$ cat src/sv/xte_pkg.sv
// xte_pkg: shared types and constants for the xml text escaper pipeline
// no dependencies; used by every xte module and by xml_text_escaper_core
package xte_pkg;

   // longest output run: &#DDD; plus a zero terminator
   localparam int unsigned SEQ_LEN = 7;
   localparam int unsigned CNT_W   = 3;

   typedef enum logic [2:0] {
      KIND_TERM,
      KIND_QUOT,
      KIND_LT,
      KIND_GT,
      KIND_AMP,
      KIND_PLAIN,
      KIND_NUM,
      KIND_BAD
   } kind_type;

   // classified byte, leaving the classify stage
   typedef struct packed {
      kind_type   kind;
      logic [7:0] src_byte;
      logic [1:0] hund;
      logic [6:0] rem;
      logic       fin;
   } cls_type;

   // fully expanded character run, leaving the expand stage
   typedef struct packed {
      logic [SEQ_LEN-1:0][7:0] chars;
      logic [CNT_W-1:0]        cnt;
      logic                    bad;
   } seq_type;

endpackage

$ cat src/sv/xte_classify.sv
// xte_classify: input register and byte classification stage
// depends on xte_pkg
module xte_classify (
   input  logic             clock,
   input  logic             reset,
   input  logic             req_tvalid,
   output logic             req_tready,
   input  logic [7:0]       req_tdata,
   input  logic             req_tlast,
   output logic             cls_valid,
   input  logic             cls_ready,
   output xte_pkg::cls_type cls_data
);

   logic             in_valid_ff, in_valid_in;
   logic [7:0]       in_byte_ff;
   logic             in_fin_ff;
   logic             cls_valid_ff, cls_valid_in;
   xte_pkg::cls_type cls_ff, cls_in;
   logic             cls_take;
   logic             in_take;

   assign cls_take   = !cls_valid_ff || cls_ready;
   assign in_take    = !in_valid_ff || cls_take;
   assign req_tready = in_take;

   always_comb begin
      in_valid_in = in_valid_ff;
      if (in_take) begin
         in_valid_in = req_tvalid;
      end
   end

   always_comb begin
      cls_valid_in = cls_valid_ff;
      if (cls_take) begin
         cls_valid_in = in_valid_ff;
      end
   end

   always_comb begin
      cls_in          = '0;
      cls_in.src_byte = in_byte_ff;
      cls_in.fin      = in_fin_ff;
      if (in_byte_ff == 8'd0) begin
         cls_in.kind = xte_pkg::KIND_TERM;
      end else if (in_byte_ff == "\"") begin
         cls_in.kind = xte_pkg::KIND_QUOT;
      end else if (in_byte_ff == "<") begin
         cls_in.kind = xte_pkg::KIND_LT;
      end else if (in_byte_ff == ">") begin
         cls_in.kind = xte_pkg::KIND_GT;
      end else if (in_byte_ff == "&") begin
         cls_in.kind = xte_pkg::KIND_AMP;
      end else if (in_byte_ff > 8'd31 && in_byte_ff < 8'd127) begin
         cls_in.kind = xte_pkg::KIND_PLAIN;
      end else if (in_byte_ff >= 8'd127 || in_byte_ff == 8'd9 ||
                   in_byte_ff == 8'd10 || in_byte_ff == 8'd13) begin
         cls_in.kind = xte_pkg::KIND_NUM;
      end else begin
         cls_in.kind = xte_pkg::KIND_BAD;
      end
      // hundreds digit by compare, remainder kept below 100
      if (in_byte_ff >= 8'd200) begin
         cls_in.hund = 2'd2;
         cls_in.rem  = 7'(in_byte_ff - 8'd200);
      end else if (in_byte_ff >= 8'd100) begin
         cls_in.hund = 2'd1;
         cls_in.rem  = 7'(in_byte_ff - 8'd100);
      end else begin
         cls_in.hund = 2'd0;
         cls_in.rem  = in_byte_ff[6:0];
      end
   end

   always_ff @(posedge clock) begin
      if (reset) begin
         in_valid_ff  <= 1'b0;
         cls_valid_ff <= 1'b0;
      end else begin
         in_valid_ff  <= in_valid_in;
         cls_valid_ff <= cls_valid_in;
      end
   end

   always_ff @(posedge clock) begin
      if (in_take) begin
         in_byte_ff <= req_tdata;
         in_fin_ff  <= req_tlast;
      end
      if (cls_take) begin
         cls_ff <= cls_in;
      end
   end

   assign cls_valid = cls_valid_ff;
   assign cls_data  = cls_ff;

endmodule

$ cat src/sv/xte_expand.sv
// xte_expand: turns a classified byte into its escaped character run
// depends on xte_pkg
module xte_expand (
   input  logic             clock,
   input  logic             reset,
   input  logic             cls_valid,
   output logic             cls_ready,
   input  xte_pkg::cls_type cls_data,
   output logic             seq_valid,
   input  logic             seq_ready,
   output xte_pkg::seq_type seq_data
);

   logic             seq_valid_ff, seq_valid_in;
   xte_pkg::seq_type seq_ff, seq_in;
   logic             take;
   logic [14:0]      tens_prod;
   logic [3:0]       tens;
   logic [3:0]       ones;

   assign take      = !seq_valid_ff || seq_ready;
   assign cls_ready = take;

   // rem / 10 by reciprocal, exact for rem below 100
   assign tens_prod = 15'(cls_data.rem) * 15'd205;
   assign tens      = tens_prod[14:11];
   assign ones      = 4'(cls_data.rem - 7'(tens) * 7'd10);

   always_comb begin
      seq_valid_in = seq_valid_ff;
      if (take) begin
         seq_valid_in = cls_valid;
      end
   end

   always_comb begin
      seq_in     = '0;
      seq_in.bad = (cls_data.kind == xte_pkg::KIND_BAD);
      unique case (cls_data.kind)
         xte_pkg::KIND_TERM: begin
            seq_in.cnt = 3'd1;
         end
         xte_pkg::KIND_QUOT: begin
            seq_in.chars[0] = "&";
            seq_in.chars[1] = "q";
            seq_in.chars[2] = "u";
            seq_in.chars[3] = "o";
            seq_in.chars[4] = "t";
            seq_in.chars[5] = ";";
            seq_in.cnt      = 3'd6;
         end
         xte_pkg::KIND_LT: begin
            seq_in.chars[0] = "&";
            seq_in.chars[1] = "l";
            seq_in.chars[2] = "t";
            seq_in.chars[3] = ";";
            seq_in.cnt      = 3'd4;
         end
         xte_pkg::KIND_GT: begin
            seq_in.chars[0] = "&";
            seq_in.chars[1] = "g";
            seq_in.chars[2] = "t";
            seq_in.chars[3] = ";";
            seq_in.cnt      = 3'd4;
         end
         xte_pkg::KIND_AMP: begin
            seq_in.chars[0] = "&";
            seq_in.chars[1] = "a";
            seq_in.chars[2] = "m";
            seq_in.chars[3] = "p";
            seq_in.chars[4] = ";";
            seq_in.cnt      = 3'd5;
         end
         xte_pkg::KIND_PLAIN: begin
            seq_in.chars[0] = cls_data.src_byte;
            seq_in.cnt      = 3'd1;
         end
         xte_pkg::KIND_NUM: begin
            seq_in.chars[0] = "&";
            seq_in.chars[1] = "#";
            seq_in.chars[2] = "0" + 8'(cls_data.hund);
            seq_in.chars[3] = "0" + 8'(tens);
            seq_in.chars[4] = "0" + 8'(ones);
            seq_in.chars[5] = ";";
            seq_in.cnt      = 3'd6;
         end
         xte_pkg::KIND_BAD: begin
            seq_in.chars[0] = "?";
            seq_in.cnt      = 3'd1;
         end
         default: begin
            seq_in.cnt = 3'd1;
         end
      endcase
      // unused slots are zero, so the terminator only widens the run
      if (cls_data.fin && cls_data.kind != xte_pkg::KIND_TERM) begin
         seq_in.cnt = seq_in.cnt + 3'd1;
      end
   end

   always_ff @(posedge clock) begin
      if (reset) begin
         seq_valid_ff <= 1'b0;
      end else begin
         seq_valid_ff <= seq_valid_in;
      end
   end

   always_ff @(posedge clock) begin
      if (take) begin
         seq_ff <= seq_in;
      end
   end

   assign seq_valid = seq_valid_ff;
   assign seq_data  = seq_ff;

endmodule

$ cat src/sv/xte_serial.sv
// xte_serial: output buffer that sends one character of a run per transfer
// depends on xte_pkg
module xte_serial (
   input  logic             clock,
   input  logic             reset,
   input  logic             seq_valid,
   output logic             seq_ready,
   input  xte_pkg::seq_type seq_data,
   output logic             rsp_tvalid,
   input  logic             rsp_tready,
   output logic [7:0]       rsp_tdata,
   output logic             rsp_tlast,
   output logic             rsp_tuser
);

   logic [xte_pkg::SEQ_LEN-1:0][7:0] buf_ff, buf_in;
   logic [xte_pkg::CNT_W-1:0]        left_ff, left_in;
   logic                             bad_ff, bad_in;
   logic                             load;
   logic                             sent;

   assign rsp_tvalid = (left_ff != '0);
   assign sent       = rsp_tvalid && rsp_tready;
   // a new run may load while the last character of the current one goes out
   assign seq_ready  = (left_ff == '0) || (sent && left_ff == 3'd1);
   assign load       = seq_valid && seq_ready;

   always_comb begin
      buf_in  = buf_ff;
      left_in = left_ff;
      bad_in  = bad_ff;
      if (load) begin
         buf_in  = seq_data.chars;
         left_in = seq_data.cnt;
         bad_in  = seq_data.bad;
      end else if (sent) begin
         buf_in  = {8'd0, buf_ff[xte_pkg::SEQ_LEN-1:1]};
         left_in = left_ff - 3'd1;
      end
   end

   always_ff @(posedge clock) begin
      if (reset) begin
         left_ff <= '0;
      end else begin
         left_ff <= left_in;
      end
   end

   always_ff @(posedge clock) begin
      buf_ff <= buf_in;
      bad_ff <= bad_in;
   end

   assign rsp_tdata = buf_ff[0];
   assign rsp_tlast = (left_ff == 3'd1);
   assign rsp_tuser = bad_ff;

endmodule

$ cat src/sv/xml_text_escaper_core.sv
// xml_text_escaper_core: top level of the xml text escaper
// depends on xte_pkg, xte_classify, xte_expand and xte_serial
//
// Escapes a byte stream for xml text, one source byte per req transfer.
// Each byte gives a run of 1 to 7 characters on rsp, one per transfer, with
// tlast on the run's last character: entities for quote, less-than,
// greater-than and ampersand, &#DDD; for bytes 127..255 and tab, newline and
// carriage return, the byte itself for other printable ascii, and '?' with
// tuser set for other control bytes. A zero byte gives a lone zero
// terminator; req_tlast on a nonzero byte appends one. A req transfer passes
// through the input register, classify stage, expand stage and output buffer
// before its first character appears. The output buffer sends one character
// per cycle while rsp_tready is high, so a byte that escapes to n characters
// holds back later bytes until all n are sent; plain bytes go one per cycle.
module xml_text_escaper_core (
   input  logic       clock,
   input  logic       reset,
   input  logic       req_tvalid,
   output logic       req_tready,
   input  logic [7:0] req_tdata,   // [7:0] in_byte
   input  logic       req_tlast,   // final_req
   output logic       rsp_tvalid,
   input  logic       rsp_tready,
   output logic [7:0] rsp_tdata,   // [7:0] out_char
   output logic       rsp_tlast,   // last_of_run
   output logic       rsp_tuser    // [0] bad_control
);

   logic             cls_valid, cls_ready;
   xte_pkg::cls_type cls_data;
   logic             seq_valid, seq_ready;
   xte_pkg::seq_type seq_data;

   xte_classify u_classify (
      .clock      (clock),
      .reset      (reset),
      .req_tvalid (req_tvalid),
      .req_tready (req_tready),
      .req_tdata  (req_tdata),
      .req_tlast  (req_tlast),
      .cls_valid  (cls_valid),
      .cls_ready  (cls_ready),
      .cls_data   (cls_data)
   );

   xte_expand u_expand (
      .clock     (clock),
      .reset     (reset),
      .cls_valid (cls_valid),
      .cls_ready (cls_ready),
      .cls_data  (cls_data),
      .seq_valid (seq_valid),
      .seq_ready (seq_ready),
      .seq_data  (seq_data)
   );

   xte_serial u_serial (
      .clock      (clock),
      .reset      (reset),
      .seq_valid  (seq_valid),
      .seq_ready  (seq_ready),
      .seq_data   (seq_data),
      .rsp_tvalid (rsp_tvalid),
      .rsp_tready (rsp_tready),
      .rsp_tdata  (rsp_tdata),
      .rsp_tlast  (rsp_tlast),
      .rsp_tuser  (rsp_tuser)
   );

   // a flagged control byte only ever yields '?' or its terminator
   assert property (@(posedge clock) disable iff (reset)
      rsp_tvalid && rsp_tuser |-> (rsp_tdata == "?" || rsp_tdata == 8'd0))
      else $error("bad control run carries unexpected character");

   // the terminator always closes its run
   assert property (@(posedge clock) disable iff (reset)
      rsp_tvalid && rsp_tdata == 8'd0 |-> rsp_tlast)
      else $error("zero terminator not marked last");

   // a run continues without a gap once started
   assert property (@(posedge clock) disable iff (reset)
      rsp_tvalid && rsp_tready && !rsp_tlast |=> rsp_tvalid)
      else $error("gap inside a character run");

   assert property (@(posedge clock) $past(reset) |-> !rsp_tvalid)
      else $error("output valid right after reset");

endmodule
$ cat config.mk
export PLATFORM = sky130hd
export DESIGN_NAME = xml_text_escaper_core
export DESIGN_NICKNAME = d
export VERILOG_FILES = /design/src/sv/xte_pkg.sv /design/src/sv/xte_classify.sv /design/src/sv/xte_expand.sv /design/src/sv/xte_serial.sv /design/src/sv/xml_text_escaper_core.sv
export SDC_FILE = /design/constraint.sdc
export NUM_CORES = 1
export LEC_CHECK = 0
export ABC_AREA = 1
export BUFFER_PORTS_ARGS = -buffer_cell sky130_fd_sc_hd__clkbuf_2
export CAP_MARGIN = 20
export CORE_ASPECT_RATIO = 0.8
export CORE_MARGIN = 2
export CORE_UTILIZATION = 30
export CTS_CLUSTER_SIZE = 28
export DETAILED_ROUTE_END_ITERATION = 8
export GPL_TIMING_DRIVEN = 0
export PLACE_DENSITY_LB_ADDON = 0.1
export SLEW_MARGIN = 5
export SYNTH_ARGS = -nofsm -noshare
export SYNTH_HDL_FRONTEND = slang
export SYNTH_SLANG_ARGS = --single-unit
$ cat constraint.sdc
create_clock -name clock -period 4.6 [get_ports clock]
set_input_delay 0.46 -clock clock [delete_from_list [all_inputs] [get_ports clock]]
set_output_delay 0.46 -clock clock [all_outputs]
set_load 0.1 [all_outputs]
==> results by group, run 1 <==
Global routing
  – First-pass GRT wire length: 18.85 mm
  – Met3 Use GR: 2.631%
  – Busiest grt layer: met2
  – Total track usage: 12.09%
  – Met2 usage: 18.42%
  – GRT met1 Usage: 17.58%
  – Total gr overflow: 0
  – Initial antenna violation count: 0
  – Vias in the first global route: 3631
  – Largest net degree at the start of global routing: 39

Finish
  – Most common cell after layout, fill and taps aside: nand2_1
  – Design Area, Final: 6640 um^2
  – Layout Nets: 671
  – Finished Core Util: 36.22%
  – Area growth syn-to-layout: 17.41%
  – Fraction of layout cells with a size suffix above 1: 17.73%
  – Antenna diodes: 0
  – Most frequent cells in the layout: nand2_1, edfxtp_1, inv_1

Timing
  – Fmax achieved: 0.2284 GHz
  – Period utilization: 95.17%
  – Layout Skew: 7.817 ps
  – Final worst path period need: 4378 ps
  – Setup TNS: 0 ps
  – Slew HR: 45.11%
  – Worst-Margin Slew: 822.2 ps
  – Final setup fails: 0
  – Final Hold Viols: 0
  – Fin. max-slew vios: 0

Logic synthesis
  – Area share of the largest cell type after synthesis: 53.63%
  – Number of warnings issued by yosys: 0
  – Syn Area/Cell: 10.14 um^2
  – Syn Std Cell Area: 5655 um^2
  – Syn Nets: 624
  – FF+latch count, synth: 107
  – Mapped Cells: 558
  – Yosys cell types: 35
  – Part of the Yosys area used for sequential elements: 55.75%
  – Top area cells in the synthesized netlist: edfxtp_1, nand2_1, ha_1
  – Area leader, netlist: edfxtp_1

Place
  – HPWL after DPL: 8.482 mm
  – Post-Place Cell Area: 6092 um^2
  – Port Buffers: 24
  – Routability cong.: 0.8122

Setup path
  – CP arrival: 4480 ps
  – CP Class: reg2reg
  – Worst-path fanout max: 4
  – WP data required: 4700 ps
  – Startpoint types: flop
  – Crit. End Element: flop

Pwr
  – Max IR drop VDD: 0.2016 mV
  – P_leak: 0.003011 uW
  – Power Dens Cells: 625.2 nW/um^2
  – PnR Total Power: 4152 uW

Floorplan
  – Std-Cell Rows: 44
  – IO Pins: 25
  – Initial Utilization: 30.85%
  – Die Y: 126.8 um
  – DIE WIDTH: 157.5 um
  – Die area: 19970 um^2
  – Placeable Area: 18330 um^2

Route
  – Vias per cell: 4.222
  – Vias: 3639
  – Post-DR wirelength/cell: 13.28 um
  – Final ANT Viol Nets: 0
  – First-pass iteration count of the detailed router: 4
  – Drt initial violations: 203
  – Routed WL: 11.44 mm
  – DRC viols: 0

Clocking
  – H-tree levels: 3
  – CTS tree: yes
  – Bufs on Longest Clock Path: 2
  – Clock Latency Late Sink: 340 ps
  – Inserted Clock Buffers: 9
  – # clock sinks: 107
  – Root buffer selected by CTS: clkbuf_16
  – Clock slew at reported path FFs: 70 ps

Min path
  – Worst hold path class: in2reg

Flow run
  – Maxcap violations: 0

Outcome
  – Status: completed
==> repair_timing <==
item | in CTS | in global routing
hold buffers | 0 | 0
setup buffers | 0 | 12
endpoints found under the setup margin | 0 | 1
gates resized for setup | 0 | 22
==> stage by stage <==
step	setup WS (ps)	hold slack [ps]	std cells
final	222.0	293.0	862
after global routing	-33.53	273.6	862
after CTS	13.64	279.5	850
after detailed placement	27.07	416.0	835
after global placement	73.35	403.1	835
after floorplan	440.5	400.3	558
==> critical path: stages (launching register included) <==
cell	delay [ps]
edfxtp_1	500
buf_6	170
ha_4	270
fa_1	410
ha_1	280
inv_1	50
fa_1	490
inv_1	60
ha_4	170
a21oi_4	150
nor2_1	50
nor2_1	140
nand3_1	100
nand2_2	90
inv_2	60
ha_4	150
fa_2	400
xnor2_2	170
inv_1	70
nand3_2	70
nand2_1	50
nand2_1	60
nand3_2	60
nand2_1	70
inv_1	30
==> area by class of cell <==
class	count	area, um^2
clock inverter	6	55.05
inverter	89	334.1
tap	253	316.6
buffer	16	115.1
multi-input combinational	346	2227
fill	1824	11690
sequential	107	3153
clock buffer	9	225.2
timing repair buffer	36	214.0
==> Yosys cell counts <==
cell type / count
xnor2_1: 2
o2111ai_1: 1
o21ai_2: 1
xor2_1: 7
ha_1: 44
a31o_2: 1
a21o_1: 1
inv_2: 5
buf_6: 2
edfxtp_1: 101
o21a_1: 1
inv_1: 84
o31ai_1: 1
nand3_1: 16
a21oi_1: 15
nand2_2: 7
o21ai_0: 17
nand3b_1: 1
nor2_1: 47
nor3_1: 4
o211ai_1: 3
fa_1: 9
nand4_1: 3
o22ai_1: 1
buf_4: 9
nor4_1: 1
or2_2: 1
nand3_2: 2
a31oi_1: 1
o22ai_2: 1
buf_2: 5
dfxtp_1: 6
o21ai_1: 6
nand2_1: 149
nor2_2: 3
==> registers in the layout, indices dropped and copies added, names as in the netlist <==
signal and count:
u_expand.seq_data 36, u_serial.buf_ff 28, u_classify.cls_data 19, u_classify.in_byte_ff 8, u_serial.rsp_tdata 8, u_serial.left_ff 3, u_classify.cls_valid 1, u_classify.in_fin_ff 1
u_classify.in_valid_ff 1, u_expand.seq_valid 1, u_serial.rsp_tuser 1
==> worst paths after layout <==
check,to,from,slack (ps),cells after the start
min,u_classify.in_byte_ff[3]$_DFFE_PP_,req_tdata[3],290,1
max,u_expand.seq_data[39]$_DFFE_PP_,u_classify.cls_data[5]$_DFFE_PP_,220,24
max reg2reg,u_expand.seq_data[39]$_DFFE_PP_,u_classify.cls_data[5]$_DFFE_PP_,220,24
min reg2reg,u_classify.cls_data[0]$_DFFE_PP_,u_classify.in_fin_ff$_DFFE_PP_,430,0
==> where the power goes <==
part | switching [uW] | internal (uW) | total (uW)
sequential | 84.7 | 1400 | 1480
combinational | 1260 | 694 | 1950
clock | 350 | 371 | 721
==> logic make-up after synthesis <==
family                     Yosys count  synth area share [%]
and+or+nand+nor                    234                 16.93
DFF                                107                 55.75
buffers and inverters              105                 7.942
adders and majority gates           53                 12.92
AOI/OAI and AO/OA                   50                 5.067
xor gates and xnor gates             9                 1.394
==> routing by layer <==
metal,up-vias,share of wire [%]
met1,1702,53
met4,0,0.44
met3,2,1.6
met2,31,45
met5,-,0
li1,1904,-
Note: power is estimated with default switching activity, not from simulation.
==> inputs of run 2 (changes only) <==
--- a/config.mk
+++ b/config.mk
@@ -10,7 +10,7 @@
 export CAP_MARGIN = 20
 export CORE_ASPECT_RATIO = 0.8
 export CORE_MARGIN = 2
-export CORE_UTILIZATION = 30
+export CORE_UTILIZATION = 58
 export CTS_CLUSTER_SIZE = 28
 export DETAILED_ROUTE_END_ITERATION = 8
 export GPL_TIMING_DRIVEN = 0
@@ -18,4 +18,5 @@
 export SLEW_MARGIN = 5
 export SYNTH_ARGS = -nofsm -noshare
 export SYNTH_HDL_FRONTEND = slang
+export SYNTH_HIERARCHICAL = 1
 export SYNTH_SLANG_ARGS = --single-unit
==> run 2 against run 1 <==
Net effect: final cell count grew 5.6%; fmax shrank 1.8%; combinational power shrank 8%; clock power grew 82%; count of clock-buffer cells in the layout grew 9; worst hold slack lost 66 ps; largest cell class unchanged.
==> results by group, run 2 <==
Outcome
  – Status: completed

Finish
  – Most common cell after layout, fill and taps aside: nand2_1
  – Layout Nets: 816 (+22%)
  – Area growth syn-to-layout: 16.07%
  – Max FFs per register: 48 (+33%)
  – Fraction of layout cells with a size suffix above 1: 21.52% (+3.8 points)
  – Antenna diodes: 0 (unchanged)
  – Biggest register: u_serial/buf_ff
  – Fillcell total: 861 (-53%)
  – Most frequent cells in the layout: nand2_1, edfxtp_1, inv_1

Logic synthesis
  – FF+latch count, synth: 127 (+19%)
  – Number of warnings issued by yosys: 6 (+6)
  – Top post-synthesis cells by count: nand2_1, edfxtp_1, inv_1, ha_1, nor2_1
  – Ys async rst share: 0% (unchanged)
  – Most numerous cell in the Yosys netlist: nand2_1
  – Number of synthesized flops with an enable pin: 121 (+20%)
  – Syn Std Cell Area: 6882 um^2 (+22%)
  – Top area cells in the synthesized netlist: edfxtp_1, nand2_1, ha_1
  – Area leader, netlist: edfxtp_1
  – Yosys cell types: 40 (+14%)
  – Area share of the largest cell type after synthesis: 52.80% (-0.83 points)
  – Main synth FF type: edfxtp_1
  – Part of the Yosys area used for sequential elements: 54.55% (-1.2 points)
  – Syn Area/Cell: 10.09 um^2 (-0.44%)
  – Mapped Cells: 682 (+22%)

Pwr
  – P_leak: 0.003786 uW (+26%)
  – Switching Fraction: 35.93% (-4.8 points)
  – PnR Total Power: 4886 uW (+18%)
  – Cell Int Power: 3131 uW (+27%)
  – Power Dens Cells: 611.7 nW/um^2 (-2.2%)
  – Combinational Power Share: 36.9% (-10 points)
  – Clk pwr share: 26.7% (+9.3 points)
  – Sequential Power Share: 36.4% (+0.7 points)
  – Max IR drop VDD: 0.9134 mV (+350%)
  – P_sw: 1755 uW (+3.9%)

Setup path
  – Critical path's top delay family: adder cells
  – Worst reg2reg startpoint: u_classify/cls_data[6]$_DFFE_PP_
  – Crit. End Element: flop
  – Startpoint types: flop
  – Largest stage delay, worst path: 480 ps (-20 ps)
  – WP data required: 4760 ps (+60 ps)
  – CP Class: reg2reg
  – Worst-path fanout max: 4 (unchanged)
  – Reg2reg setup slack: 140 ps (-80 ps)
  – Critical path, cell by cell: inv_1 -> ha_1 -> inv_1 -> fa_1 -> fa_1 -> ha_1 -> ha_4 -> nand2_2 -> nor2_1 -> nor2_4 -> nand3_1 -> nand2_1 -> ha_2 -> fa_2 -> xor2_2 -> inv_1 -> nand3_2 -> nand2_1 -> nand2_1 -> nand3_2 -> a21oi_2
  – Crit Reg-Reg Endpoint: u_expand/seq_data[39]$_DFFE_PP_
  – Slowest cell on crit path: fa_1
  – CP arrival: 4620 ps (+140 ps)
  – CP bufs+invs: 3 (-3)
  – Worst Reg2Reg Path Length in Cells: 21 (-13%)

Route
  – Routed WL: 12.55 mm (+9.7%)
  – DRC viols: 0 (unchanged)
  – Vias: 4524 (+24%)
  – Drt initial violations: 442 (+120%)
  – Post-DR wirelength/cell: 13.79 um (+3.9%)
  – Final ANT Viol Nets: 0 (unchanged)
  – Vias per cell: 4.971 (+18%)
  – First-pass iteration count of the detailed router: 5 (+1)

Floorplan
  – DIE WIDTH: 125.8 um (-20%)
  – Placeable Area: 11560 um^2 (-37%)
  – Die area: 12760 um^2 (-36%)
  – Std-Cell Rows: 35 (-20%)
  – Initial Utilization: 59.52% (+29 points)
  – IO Pins: 25 (unchanged)
  – Die Y: 101.4 um (-20%)

Timing
  – Fin. max-slew vios: 0 (unchanged)
  – Slew HR: 40.30% (-4.8 points)
  – Fmax achieved: 0.2243 GHz (-1.8%)
  – Worst-Margin Slew: 892.3 ps (+70.14 ps)
  – Period utilization: 96.91% (+1.7 points)
  – Final worst slack: 142.2 ps (-79.73 ps)
  – Setup TNS: 0 ps (unchanged)
  – Final setup fails: 0 (unchanged)
  – Layout Skew: 7.230 ps (-0.5866 ps)
  – Final worst path period need: 4458 ps (+79.73 ps)
  – Smallest hold slack: 226.8 ps (-66.15 ps)
  – Final Hold Viols: 0 (unchanged)

Clocking
  – Inserted Clock Buffers: 17 (+8)
  – # clock sinks: 127 (+19%)
  – H-tree levels: 4 (+1)
  – Root buffer selected by CTS: clkbuf_16
  – Clock slew at reported path FFs: 50 ps (-20 ps)
  – Clock Latency Late Sink: 410 ps (+70 ps)
  – CTS tree: yes
  – Bufs on Longest Clock Path: 2 (unchanged)

Global routing
  – First-pass GRT wire length: 21.05 mm (+12%)
  – Initial antenna violation count: 0 (unchanged)
  – Total track usage: 21.38% (+9.3 points)
  – Vias in the first global route: 4389 (+21%)
  – Largest net degree at the start of global routing: 40 (+2.6%)
  – Total gr overflow: 0 (unchanged)

Place
  – HPWL after DPL: 8.766 mm (+3.3%)
  – Port Buffers: 24 (unchanged)
  – DP Worst Slack: 77.67 ps (+50.60 ps)
  – Routability cong.: 0.8877 (+9.3%)

Flow run
  – Maxcap violations: 0 (unchanged)

Min path
  – Worst Hold Path EP: u_classify/in_byte_ff[7]$_DFFE_PP_
  – Critical hold path startpoint: req_tdata[7]
  – Worst hold path class: in2reg
  – Hold depth: 1 (unchanged)
==> run 2: layout make-up <==
type | count | area [um^2] | share of cell area (%)
plain buffers | 48 | 359.1 | 4.496
clock buffers | 18 | 429.2 | 5.373
clock inverters | 14 | 148.9 | 1.864
inverters | 92 | 347.8 | 4.355
multi-input cells | 429 | 2556 | 32.00
flip-flops and latches | 127 | 3754 | 46.99
well taps | 148 | 185.2 | 2.318
repair buffers | 34 | 207.7 | 2.600
==> run 2: worst max path at each step <==
stage                                                 from                               to  cells after the start
after floorplan           u_classify/cls_data[5]$_DFFE_PP_  u_expand/seq_data[39]$_DFFE_PP_                     20
after global placement    u_classify/cls_data[5]$_DFFE_PP_  u_expand/seq_data[39]$_DFFE_PP_                     20
after detailed placement  u_classify/cls_data[5]$_DFFE_PP_  u_expand/seq_data[39]$_DFFE_PP_                     23
after CTS                 u_classify/cls_data[5]$_DFFE_PP_  u_expand/seq_data[39]$_DFFE_PP_                     20
after global routing      u_classify/cls_data[6]$_DFFE_PP_  u_expand/seq_data[39]$_DFFE_PP_                     20
final                     u_classify/cls_data[6]$_DFFE_PP_  u_expand/seq_data[39]$_DFFE_PP_                     21
==> run 2: power by group through the flow <==
stage / combinational (uW) / sequential [uW] / clock, uW
after floorplan: 1350 / 1780 / 0
after global placement: 1610 / 1820 / 0
after detailed placement: 1670 / 1800 / 0
after CTS: 1690 / 1780 / 1330
after global routing: 2000 / 1810 / 1380
final: 1800 / 1780 / 1310
==> run 2: cell families (layout without fill, tap and decap cells) <==
kind of cell             after synthesis  count (layout)  synth area share [%]
AO/OA/AOI/OAI                         36              36                 3.291
XOR/XNOR                               6               6                0.7636
adder cells (fa/ha/maj)               54              54                 10.80
buffers and inverters                140             206                 10.27
flip-flops                           127             127                 54.55
other                                  1              15               0.05449
AND/OR/NAND/NOR                      318             318                 20.27
==> run 2: repair_timing <==
item | in CTS | in global routing
hold buffers | 0 | 0
gates resized for setup | 0 | 11
setup buffers | 0 | 9
setup endpoints to repair | 0 | 1
==> run 2: per-layer routing <==
layer,routed length [um],GRT usage [%],vias to the layer above,share of wire [%]
li1,-,-,2296,-
met1,6028,30.20,2087,48
met2,5719,33.43,131,46
met3,696,4.913,10,5.5
met4,107,6.932,0,0.85
met5,0,0,-,0
==> run 2: per-stage QoR <==
stage          instances  cell area (um^2)  util (%)
2_1_floorplan        696              6934         -
3_3_place_gp         868              7239     62.62
3_5_place_dp         869              7264     62.84
4_1_cts              901              7843     67.84
5_1_grt              910              7988     69.09
6_report             910              7988     69.09
